`src/rtl/sdi_pkg.sv`:
```
// ----------------------------------------------------------------------------
// sdi_pkg
// Shared types and codes for the SD card identification sequencer: the result
// item carried from the step logic to the output queue, request, error and
// command codes, and the configuration register indexes.
// ----------------------------------------------------------------------------
package sdi_pkg;

  // request codes
  localparam logic [1:0] CMD_START   = 2'd0;
  localparam logic [1:0] CMD_RESP    = 2'd1;
  localparam logic [1:0] CMD_TIMEOUT = 2'd2;
  localparam logic [1:0] CMD_READ    = 2'd3;

  // configuration register indexes
  localparam logic [1:0] REG_VOLTAGE = 2'd0;
  localparam logic [1:0] REG_PATTERN = 2'd1;
  localparam logic [1:0] REG_TRIALS  = 2'd2;

  // error codes
  localparam logic [2:0] ERR_OK      = 3'd0;
  localparam logic [2:0] ERR_V1      = 3'd1;
  localparam logic [2:0] ERR_PATTERN = 3'd2;
  localparam logic [2:0] ERR_VOLTAGE = 3'd3;
  localparam logic [2:0] ERR_RCA     = 3'd4;
  localparam logic [2:0] ERR_NORESP  = 3'd5;
  localparam logic [2:0] ERR_CSD     = 3'd6;

  // expected response kinds
  localparam logic [1:0] RK_NONE  = 2'd0;
  localparam logic [1:0] RK_SHORT = 2'd1;
  localparam logic [1:0] RK_LONG  = 2'd2;

  // SD command indexes
  localparam logic [5:0] SD_CMD0   = 6'd0;
  localparam logic [5:0] SD_CMD2   = 6'd2;
  localparam logic [5:0] SD_CMD3   = 6'd3;
  localparam logic [5:0] SD_ACMD6  = 6'd6;
  localparam logic [5:0] SD_CMD7   = 6'd7;
  localparam logic [5:0] SD_CMD8   = 6'd8;
  localparam logic [5:0] SD_CMD9   = 6'd9;
  localparam logic [5:0] SD_CMD17  = 6'd17;
  localparam logic [5:0] SD_ACMD41 = 6'd41;
  localparam logic [5:0] SD_CMD55  = 6'd55;

  // one result item, as presented on the result channel
  typedef struct packed {
    logic        cmd_valid;
    logic [5:0]  cmd_index;
    logic [31:0] cmd_arg;
    logic [1:0]  resp_kind;
    logic        done_res;
    logic [2:0]  error_code;
    logic [15:0] card_rca;
    logic [41:0] capacity_bytes;
    logic [15:0] block_size;
    logic [22:0] erase_sector_size;
    logic        bus_wide;
    logic        last;
  } result_t;

  // what the step logic hands to the output queue in one cycle
  typedef struct packed {
    logic [1:0] count;     // number of items pushed (0, 1 or 2)
    result_t    first;
    result_t    second;
  } push_t;

endpackage

```
`src/rtl/sd_card_init_sequencer.sv`:
```
// ----------------------------------------------------------------------------
// sd_card_init_sequencer
// Host-side SD identification sequencer: turns start, response, timeout and
// read requests into card commands and status items.
// ----------------------------------------------------------------------------
//   channel   handshake             payload
//   request   req_valid/req_stall   command, resp_high, resp_low, block_address
//   result    res_valid/res_stall   cmd_valid .. last (twelve fields)
//   config    cfg_we                cfg_index, cfg_data
//
// An accepted request is held in the input register, is resolved by the step
// logic and lands in a three-entry result queue. One request per cycle while
// each yields one result and the receiver does not stall; a start yields two
// results at once, which can fill the queue and stall the following request.
// Reset clears the sequencer and loads the register defaults.
// req_stall rises while the input register is full and two or more results
// are queued.
// ----------------------------------------------------------------------------
module sd_card_init_sequencer (
  input  logic        clk,
  input  logic        rst,
  // configuration
  input  logic        cfg_we,
  input  logic [1:0]  cfg_index,
  input  logic [31:0] cfg_data,
  // request channel
  input  logic        req_valid,
  output logic        req_stall,
  input  logic [1:0]  command,
  input  logic [63:0] resp_high,
  input  logic [63:0] resp_low,
  input  logic [31:0] block_address,
  // result channel
  output logic        res_valid,
  input  logic        res_stall,
  output logic        cmd_valid,
  output logic [5:0]  cmd_index,
  output logic [31:0] cmd_arg,
  output logic [1:0]  resp_kind,
  output logic        done_res,
  output logic [2:0]  error_code,
  output logic [15:0] card_rca,
  output logic [41:0] capacity_bytes,
  output logic [15:0] block_size,
  output logic [22:0] erase_sector_size,
  output logic        bus_wide,
  output logic        last
);
  import sdi_pkg::*;

  localparam logic [31:0] VOLTAGE_RST = 32'h8010_0000;
  localparam logic [11:0] PATTERN_RST = 12'h1AA;
  localparam logic [15:0] TRIALS_RST  = 16'hFFFF;

  logic [31:0] voltage_window;
  logic [11:0] check_pattern;
  logic [15:0] max_trials;

  push_t   push;
  logic    room;
  result_t head;

  // configuration registers; unknown indexes are dropped
  always_ff @(posedge clk) begin
    if (rst) begin
      voltage_window <= VOLTAGE_RST;
      check_pattern  <= PATTERN_RST;
      max_trials     <= TRIALS_RST;
    end else if (cfg_we) begin
      case (cfg_index)
        REG_VOLTAGE: voltage_window <= cfg_data;
        REG_PATTERN: check_pattern  <= cfg_data[11:0];
        REG_TRIALS:  max_trials     <= cfg_data[15:0];
        default: begin
        end
      endcase
    end
  end

  sdi_core u_core (
    .clk            (clk),
    .rst            (rst),
    .req_valid      (req_valid),
    .req_stall      (req_stall),
    .command        (command),
    .resp_high      (resp_high),
    .resp_low       (resp_low),
    .block_address  (block_address),
    .voltage_window (voltage_window),
    .check_pattern  (check_pattern),
    .max_trials     (max_trials),
    .room           (room),
    .push           (push)
  );

  sdi_outq u_outq (
    .clk       (clk),
    .rst       (rst),
    .push      (push),
    .room      (room),
    .res_valid (res_valid),
    .res_stall (res_stall),
    .head      (head)
  );

  assign cmd_valid         = head.cmd_valid;
  assign cmd_index         = head.cmd_index;
  assign cmd_arg           = head.cmd_arg;
  assign resp_kind         = head.resp_kind;
  assign done_res          = head.done_res;
  assign error_code        = head.error_code;
  assign card_rca          = head.card_rca;
  assign capacity_bytes    = head.capacity_bytes;
  assign block_size        = head.block_size;
  assign erase_sector_size = head.erase_sector_size;
  assign bus_wide          = head.bus_wide;
  assign last              = head.last;

endmodule

```
`src/rtl/sdi_core.sv`:
```
// ----------------------------------------------------------------------------
// sdi_core
// Input register, sequencer state and the single-pass step logic. One held
// item per cycle, when the queue has room, becomes zero, one or two results.
// ----------------------------------------------------------------------------
module sdi_core (
  input  logic           clk,
  input  logic           rst,
  // request channel
  input  logic           req_valid,
  output logic           req_stall,
  input  logic [1:0]     command,
  input  logic [63:0]    resp_high,
  input  logic [63:0]    resp_low,
  input  logic [31:0]    block_address,
  // configuration
  input  logic [31:0]    voltage_window,
  input  logic [11:0]    check_pattern,
  input  logic [15:0]    max_trials,
  // output queue
  input  logic           room,
  output sdi_pkg::push_t push
);
  import sdi_pkg::*;

  typedef enum logic [3:0] {
    PH_IDLE     = 4'd0,
    PH_W_CMD8   = 4'd1,
    PH_W_APP41  = 4'd2,
    PH_W_ACMD41 = 4'd3,
    PH_W_CID    = 4'd4,
    PH_W_RCA    = 4'd5,
    PH_W_CSD    = 4'd6,
    PH_W_SEL    = 4'd7,
    PH_W_APP6   = 4'd8,
    PH_W_ACMD6  = 4'd9,
    PH_READY    = 4'd10,
    PH_FAILED   = 4'd11,
    PH_R_SEL    = 4'd12,
    PH_R_DATA   = 4'd13
  } phase_t;

  localparam logic [31:0] HIGH_CAP_BIT = 32'h4000_0000;
  localparam logic [31:0] RCA_ERR_BITS = 32'h0000_2000 | 32'h0000_4000 | 32'h0000_8000;
  localparam logic [31:0] BUS_4BIT_ARG = 32'd2;
  localparam logic [1:0]  CSD_V2       = 2'b01;

  // held request
  logic        in_full;
  logic [1:0]  in_cmd;
  logic [63:0] in_hi;
  logic [63:0] in_lo;
  logic [31:0] in_blk;

  // sequencer state
  phase_t      phase, phase_next;
  logic [15:0] trial_count, trial_count_next;
  logic [15:0] saved_rca, saved_rca_next;
  logic [41:0] saved_capacity, saved_capacity_next;
  logic [15:0] saved_block_size, saved_block_size_next;
  logic [22:0] saved_erase_size, saved_erase_size_next;
  logic [31:0] pending_block, pending_block_next;

  logic advance;
  logic accept;

  // first result descriptor
  logic [1:0]  n_res;
  logic        r_cmd;
  logic [5:0]  r_idx;
  logic [31:0] r_arg;
  logic [1:0]  r_kind;
  logic        r_done;
  logic [2:0]  r_err;

  // response decode
  logic [31:0] st;
  logic [31:0] rca_arg;
  logic [15:0] tc_inc;
  logic [21:0] c_size;
  logic [22:0] c_size_p1;
  logic [3:0]  rbl;
  logic [3:0]  wbl;
  logic [7:0]  sect_p1;
  logic        wide;

  assign advance   = in_full && room;
  assign req_stall = in_full && !room;
  assign accept    = req_valid && !req_stall;

  assign st        = in_hi[63:32];
  assign rca_arg   = {saved_rca, 16'h0000};
  assign tc_inc    = trial_count + 16'd1;
  assign c_size    = {in_hi[5:0], in_lo[63:48]};
  assign c_size_p1 = {1'b0, c_size} + 23'd1;
  assign rbl       = in_hi[19:16];
  assign wbl       = in_lo[25:22];
  assign sect_p1   = {1'b0, in_lo[45:39]} + 8'd1;

  // step logic: next state and first result
  always_comb begin
    phase_next            = phase;
    trial_count_next      = trial_count;
    saved_rca_next        = saved_rca;
    saved_capacity_next   = saved_capacity;
    saved_block_size_next = saved_block_size;
    saved_erase_size_next = saved_erase_size;
    pending_block_next    = pending_block;
    n_res  = 2'd0;
    r_cmd  = 1'b1;
    r_idx  = SD_CMD0;
    r_arg  = 32'd0;
    r_kind = RK_NONE;
    r_done = 1'b0;
    r_err  = ERR_OK;

    case (in_cmd)
      CMD_START: begin
        trial_count_next      = 16'd0;
        saved_rca_next        = 16'd0;
        saved_capacity_next   = 42'd0;
        saved_block_size_next = 16'd1;
        saved_erase_size_next = 23'd1;
        pending_block_next    = 32'd0;
        phase_next = PH_W_CMD8;
        n_res = 2'd2;
      end
      CMD_RESP: begin
        n_res = 2'd1;
        case (phase)
          PH_W_CMD8: begin
            if (st != {20'd0, check_pattern}) begin
              phase_next = PH_FAILED;
              r_cmd = 1'b0; r_done = 1'b1; r_err = ERR_PATTERN;
            end else begin
              phase_next = PH_W_APP41;
              r_idx = SD_CMD55; r_kind = RK_SHORT;
            end
          end
          PH_W_APP41: begin
            phase_next = PH_W_ACMD41;
            r_idx = SD_ACMD41; r_arg = voltage_window | HIGH_CAP_BIT; r_kind = RK_SHORT;
          end
          PH_W_ACMD41: begin
            if (st[31]) begin
              phase_next = PH_W_CID;
              r_idx = SD_CMD2; r_kind = RK_LONG;
            end else begin
              trial_count_next = tc_inc;
              if (tc_inc >= max_trials) begin
                phase_next = PH_FAILED;
                r_cmd = 1'b0; r_done = 1'b1; r_err = ERR_VOLTAGE;
              end else begin
                phase_next = PH_W_APP41;
                r_idx = SD_CMD55; r_kind = RK_SHORT;
              end
            end
          end
          PH_W_CID: begin
            phase_next = PH_W_RCA;
            r_idx = SD_CMD3; r_kind = RK_SHORT;
          end
          PH_W_RCA: begin
            if ((st & RCA_ERR_BITS) != 32'd0) begin
              phase_next = PH_FAILED;
              r_cmd = 1'b0; r_done = 1'b1; r_err = ERR_RCA;
            end else begin
              saved_rca_next = st[31:16];
              phase_next = PH_W_CSD;
              r_idx = SD_CMD9; r_arg = {st[31:16], 16'h0000}; r_kind = RK_LONG;
            end
          end
          PH_W_CSD: begin
            if (in_hi[63:62] != CSD_V2) begin
              phase_next = PH_FAILED;
              r_cmd = 1'b0; r_done = 1'b1; r_err = ERR_CSD;
            end else begin
              // capacity is 512 KiB units of C_SIZE plus one
              saved_capacity_next   = {c_size_p1, 19'd0};
              saved_block_size_next = 16'd1 << rbl;
              saved_erase_size_next = {15'd0, sect_p1} << wbl;
              phase_next = PH_W_SEL;
              r_idx = SD_CMD7; r_arg = rca_arg; r_kind = RK_SHORT;
            end
          end
          PH_W_SEL: begin
            phase_next = PH_W_APP6;
            r_idx = SD_CMD55; r_arg = rca_arg; r_kind = RK_SHORT;
          end
          PH_W_APP6: begin
            phase_next = PH_W_ACMD6;
            r_idx = SD_ACMD6; r_arg = BUS_4BIT_ARG; r_kind = RK_SHORT;
          end
          PH_W_ACMD6: begin
            phase_next = PH_READY;
            r_cmd = 1'b0; r_done = 1'b1;
          end
          PH_R_SEL: begin
            phase_next = PH_R_DATA;
            r_idx = SD_CMD17; r_arg = pending_block; r_kind = RK_SHORT;
          end
          PH_R_DATA: begin
            phase_next = PH_READY;
            n_res = 2'd0;
          end
          default: begin
            n_res = 2'd0;
          end
        endcase
      end
      CMD_TIMEOUT: begin
        r_cmd  = 1'b0;
        r_done = 1'b1;
        case (phase)
          PH_IDLE, PH_READY, PH_FAILED: begin
            n_res = 2'd0;
          end
          PH_W_CMD8: begin
            n_res = 2'd1; phase_next = PH_FAILED; r_err = ERR_V1;
          end
          PH_R_SEL, PH_R_DATA: begin
            n_res = 2'd1; phase_next = PH_READY; r_err = ERR_NORESP;
          end
          default: begin
            n_res = 2'd1; phase_next = PH_FAILED; r_err = ERR_NORESP;
          end
        endcase
      end
      CMD_READ: begin
        if (phase == PH_READY) begin
          pending_block_next = in_blk;
          phase_next = PH_R_SEL;
          n_res = 2'd1;
          r_idx = SD_CMD7; r_arg = rca_arg; r_kind = RK_SHORT;
        end
      end
      default: begin
        n_res = 2'd0;
      end
    endcase
  end

  // result items carry the state as it stands after the step
  assign wide = phase_next inside {PH_READY, PH_R_SEL, PH_R_DATA};

  always_comb begin
    push.count                    = advance ? n_res : 2'd0;
    push.first.cmd_valid          = r_cmd;
    push.first.cmd_index          = r_idx;
    push.first.cmd_arg            = r_arg;
    push.first.resp_kind          = r_kind;
    push.first.done_res           = r_done;
    push.first.error_code         = r_err;
    push.first.card_rca           = saved_rca_next;
    push.first.capacity_bytes     = saved_capacity_next;
    push.first.block_size         = saved_block_size_next;
    push.first.erase_sector_size  = saved_erase_size_next;
    push.first.bus_wide           = wide;
    push.first.last               = (n_res == 2'd1);
    // second item only follows a start: CMD8 with the check pattern
    push.second                   = push.first;
    push.second.cmd_valid         = 1'b1;
    push.second.cmd_index         = SD_CMD8;
    push.second.cmd_arg           = {20'd0, check_pattern};
    push.second.resp_kind         = RK_SHORT;
    push.second.done_res          = 1'b0;
    push.second.error_code        = ERR_OK;
    push.second.last              = 1'b1;
  end

  // input register
  always_ff @(posedge clk) begin
    if (rst) begin
      in_full <= 1'b0;
    end else if (accept) begin
      in_full <= 1'b1;
    end else if (advance) begin
      in_full <= 1'b0;
    end
    if (accept) begin
      in_cmd <= command;
      in_hi  <= resp_high;
      in_lo  <= resp_low;
      in_blk <= block_address;
    end
  end

  // sequencer state
  always_ff @(posedge clk) begin
    if (rst) begin
      phase            <= PH_IDLE;
      trial_count      <= 16'd0;
      saved_rca        <= 16'd0;
      saved_capacity   <= 42'd0;
      saved_block_size <= 16'd1;
      saved_erase_size <= 23'd1;
      pending_block    <= 32'd0;
    end else if (advance) begin
      phase            <= phase_next;
      trial_count      <= trial_count_next;
      saved_rca        <= saved_rca_next;
      saved_capacity   <= saved_capacity_next;
      saved_block_size <= saved_block_size_next;
      saved_erase_size <= saved_erase_size_next;
      pending_block    <= pending_block_next;
    end
  end

endmodule

```
`src/rtl/sdi_outq.sv`:
```
// ----------------------------------------------------------------------------
// sdi_outq
// Three-entry result queue. Takes up to two items a cycle, presents the
// oldest on the result channel; head is always entry zero.
// ----------------------------------------------------------------------------
module sdi_outq (
  input  logic           clk,
  input  logic           rst,
  input  sdi_pkg::push_t push,
  output logic           room,
  output logic           res_valid,
  input  logic           res_stall,
  output sdi_pkg::result_t head
);
  import sdi_pkg::*;

  localparam int Depth = 3;

  result_t     q [Depth];
  result_t     q_next [Depth];
  logic [1:0]  cnt, cnt_next;
  logic [1:0]  base;
  logic        pop;

  assign res_valid = (cnt != 2'd0);
  assign pop       = res_valid && !res_stall;
  // space for a worst-case push of two
  assign room      = (cnt <= 2'd1);
  assign base      = cnt - {1'b0, pop};
  assign cnt_next  = base + push.count;
  assign head      = q[0];

  // shift on pop, then drop new items in behind the survivors
  always_comb begin
    for (int i = 0; i < Depth; i++) begin
      if (pop && (i < Depth - 1)) begin
        q_next[i] = q[i + 1];
      end else begin
        q_next[i] = q[i];
      end
      if ((push.count != 2'd0) && (2'(i) == base)) begin
        q_next[i] = push.first;
      end
      if ((push.count == 2'd2) && (2'(i) == base + 2'd1)) begin
        q_next[i] = push.second;
      end
    end
  end

  always_ff @(posedge clk) begin
    if (rst) begin
      cnt <= 2'd0;
    end else begin
      cnt <= cnt_next;
    end
    for (int i = 0; i < Depth; i++) begin
      q[i] <= q_next[i];
    end
  end

endmodule

```
`config.mk`:
```
export PLATFORM = sky130hd
export DESIGN_NAME = sd_card_init_sequencer
export DESIGN_NICKNAME = d
export VERILOG_FILES = /design/src/rtl/sdi_pkg.sv /design/src/rtl/sd_card_init_sequencer.sv /design/src/rtl/sdi_core.sv /design/src/rtl/sdi_outq.sv
export SDC_FILE = /design/constraint.sdc
export NUM_CORES = 1
export LEC_CHECK = 0
export BUFFER_PORTS_ARGS = -buffer_cell sky130_fd_sc_hd__buf_2
export CAP_MARGIN = 5
export CORE_MARGIN = 1
export CORE_UTILIZATION = 59
export CTS_CLUSTER_DIAMETER = 120
export DETAILED_ROUTE_END_ITERATION = 6
export GPL_TIMING_DRIVEN = 0
export HOLD_SLACK_MARGIN = 0.05
export PLACE_DENSITY = 0.77
export SYNTH_ARGS = -nofsm -noshare
export SYNTH_HDL_FRONTEND = slang
export SYNTH_SLANG_ARGS = --single-unit
```
`constraint.sdc`:
```
create_clock -name clk -period 9.08 [get_ports clk]
set_clock_uncertainty 0.05 [all_clocks]
set_input_delay 1.816 -clock clk [delete_from_list [all_inputs] [get_ports clk]]
set_output_delay 1.816 -clock clk [all_outputs]
set_load 0.01 [all_outputs]
```
==> summary.md <==
| Metric | Value |
|---|---|
| Post-CTS setup buffers | `0` |
| Via count | `26.8k` |
| Critical path class | `input port to flop` |
| Via-to-Cell Ratio | `6.07` |
| WP buf/inv | `9` |
| CP Max Fanout | `57` |
| Max Used Layer | `met4` |
| DR pass1 iterations | `7` |
| Most used flip-flop cell after synthesis | `edfxtp_1` |
| Tcrit/Tclk final | `68.9%` |
| Die Ht | `238 um` |
| Part of the power in registers | `a little under half` |
| Placed cell area | `35,400 um^2` |
| Clock sinks | `746` |
| DRT Wirelength | `approximately 100,000 um` |
| Hold_ws | `about 410 ps` |
| Final instance area | `38,000 um^2` |
| XOR/XNOR share of the synthesized area | `roughly 1.4%` |
| CTS resizes | `0` |
| CP max stage delay | `650 ps` |
| Max Cap Viol | `0` |
| Slew at the pin closest to its max-slew limit | `1340 ps` |
| Cells after Synth | `about 3.2k` |
| Inserted Clock Buffers | `76` |
| Register area share after synthesis | `between 50% and 60%` |
| Final setup violation count | `0` |
| Hold WC Path Type | `flop to flop` |
| Peak VDD IR | `a little under 200 uV` |
| Final Hold Fails | `0` |
| Post-synthesis sequential element count | `746` |
| Core Area | `55,100 um^2` |
| Synth warnings | `0` |
| Critical Path RT | `9360 ps` |
| Post-synth ARST share | `0%` |
| Largest net degree at the start of global routing | `120` |
| Layout cell share with drive strength beyond 1 | `19.4%` |
| Slew Limit Fails | `0` |
| Synth Cell Area | `32,900 um^2` |
| Clk buf depth | `3` |
| Compound-Gate Fraction of Synth Area | `between 10% and 20%` |
| Vias in the first global route | `25.9k` |
| WP data arrival | `6540 ps` |
| I/O pin cnt | `347` |
| Row count | `86` |
| RSZ-0062 raised after global routing | `false` |
| Commonest non-fill, non-tap cell in the layout | `nand2_1` |
| Post-DP HPWL | `70,300 um` |
| Largest family of logic cells by synthesized area | `simple AND/OR/NAND/NOR gates` |
| Leak | `14.5 nW` |
| Clock share of power | `31.8%` |
| Met2 routed WL | `46,500 um` |
| Worst-path clk slew | `60 ps` |
| Switch Pwr | `3.03 mW` |
| Die extent in x | `238 um` |
| Power density cells | `267 nW/um^2` |
| Comb pwr share | `22.8%` |
| Outcome | `complete, no violations` |
| Sw Ratio | `29.9%` |
| Power, Total | `around 10 mW` |
| Area share of fa/ha/maj cells after synthesis | `0.950%` |
| Worst slew margin | `a little over a tenth` |
| Fmax | `160 MHz` |
| Syn-to-layout area delta | `15.5%` |
| Global-route wire length before repair | `149,000 um` |
| Nets | `3,833` |
| FILL cells | `4,211` |
| Most frequent cells in the layout | `nand2_1 (453), edfxtp_1 (433), nor2_1 (411)` |
| Util after Layout | `just under 70%` |
| Setup TNS | `0 ps` |
| Global route overflow | `0` |
| Worst Setup Start Kind | `input port` |
| Post-synthesis mux area share | `less than 1%` |
| Critical path cell sequence | `buf_2, nand2b_1, clkbuf_1, inv_1, clkbuf_1, buf_1, ha_1, clkbuf_1, nor2_1, and3_1, buf_2, nor2_4, buf_2, nand2_4, buf_16` |
| Number of synthesized flops with an enable pin | `433` |
| Largest delay share family, worst path | `buffers and inverters` |
| Netlist cell types | `97` |
| Overall global routing resource usage | `34.4%` |
| Routed wl met3 | `8270 um` |
| Starting density of the core | `about three fifths` |
| Int Power | `slightly above 7 mW` |
| GP Congestion | `0.948` |
| Worst setup EP type | `flop` |
| Synth Area in Simple Gates | `between 15 and 20%` |
| Min Tclk post-route | `6260 ps` |
| Syn_nets | `approximately 3.5k` |
| CTS tree | `built` |
| Port Buf Inserts | `286` |
| Drt first-iter violations | `roughly 2.8k` |
| Synthesized area per cell | `10.2 um^2` |
| Initial antenna violation count | `2` |
| Root Driver | `clkbuf_16` |
| Clk_lat worst skew | `620 ps` |
| Wire per inst | `22.2 um` |
| Remaining antenna violation count after routing | `0` |
| H-tree depth | `3` |
| DRC Markers | `0` |
| Die area | `approximately 57,000 um^2` |
| Hold Buf Count CTS | `0` |
| Slowest-stage cell, CP | `buf_1` |
| Met1 WL | `approximately 38,000 um` |
## cells by family (layout without fill, tap and decap cells)
kind of cell,Yosys count,in the layout
buffers and inverters,429,860
flip-flops,746,746
adder cells (fa/ha/maj),25,25
XOR/XNOR,53,53
multiplexers,17,17
other,0,2
AO/OA/AOI/OAI,790,790
AND/OR/NAND/NOR,1178,1178
## final timing paths
path | start | end | slack, ps | depth (start not counted)
max reg2reg | u_outq.cnt[1]$_SDFF_PP0_ | u_outq.q[0][185]$_DFFE_PP_ | 3610 | 15
min reg2reg | voltage_window[23]$_SDFFE_PP0P_ | voltage_window[23]$_SDFFE_PP0P_ | 410 | 2
min | voltage_window[23]$_SDFFE_PP0P_ | voltage_window[23]$_SDFFE_PP0P_ | 410 | 2
max | res_stall | u_outq.q[0][185]$_DFFE_PP_ | 2820 | 15
## tightest hold or removal path, delay by kind of cell (launching register included)
kind / cells / cell delay, ps
flops: 1 / 310
simple gates: 1 / 50
compound gates: 1 / 50
## power groups by stage
stage | clock network (mW) | logic, mW | registers, mW
after global placement | 0 | 2.19 | 4.71
after floorplan | 0 | 1.51 | 4.60
after detailed placement | 0 | 2.28 | 4.67
after CTS | 3.25 | 2.30 | 4.61
after global routing | 3.39 | 2.50 | 4.66
final | 3.23 | 2.31 | 4.61
## per-stage QoR
stage          setup slack (ps)  cells
6_report                   2820   4419
2_1_floorplan              2120   3238
5_1_grt                    2620   4417
4_1_cts                    2920   4417
3_5_place_dp               2270   4277
3_3_place_gp               -681   4272
## area by class of cell
class                   instances  area, um^2  area share (%)
flip-flops and latches        746       19300            50.7
multi-input cells            2063       11300            29.7
clock buffers                 103        2190            5.75
plain buffers                 369        2140            5.62
repair buffers                291        1550            4.07
well taps                     748         936            2.46
clock inverters                37         412            1.08
inverters                      60         230           0.606
diodes                          2        5.00          0.0132
## metal layers
metal  vias to the layer above  GRT usage [%]
met4                         0           19.1
met5                         -              0
met1                     12955           43.7
met3                       308           6.17
li1                      12165              -
met2                      1415           55.9
## cell usage after synthesis, types with 14 or more instances
cell type / count / area (um^2)
buf_4: 149 / 1120
o211ai_1: 22 / 165
buf_2: 63 / 315
a222oi_1: 25 / 250
inv_1: 60 / 225
nand2_1: 454 / 1700
o21ai_0: 168 / 841
a31oi_1: 30 / 188
o21ai_1: 26 / 130
a21oi_1: 228 / 1140
a211oi_1: 52 / 390
xnor2_1: 34 / 298
ha_1: 25 / 313
xor2_1: 19 / 166
and2_1: 33 / 206
edfxtp_1: 433 / 13000
nor2b_1: 14 / 87.6
a22oi_1: 104 / 781
buf_6: 15 / 169
clkbuf_1: 136 / 510
nand4_1: 14 / 87.6
a22o_1: 21 / 184
nor3_1: 27 / 135
dfxtp_1: 313 / 6270
nand3_1: 104 / 521
nor2_1: 411 / 1540
and3_1: 53 / 332
## flip-flops by register name, indices dropped and copies added, names as in the netlist, 23 cells and up
signal                   count
u_core.in_blk               32
u_core.saved_erase_size     23
u_core.in_lo                27
voltage_window              31
u_core.saved_capacity       42
u_core.pending_block        32
u_core.in_hi                42
u_outq.q                   432
Power figures use the tool's default switching activity.
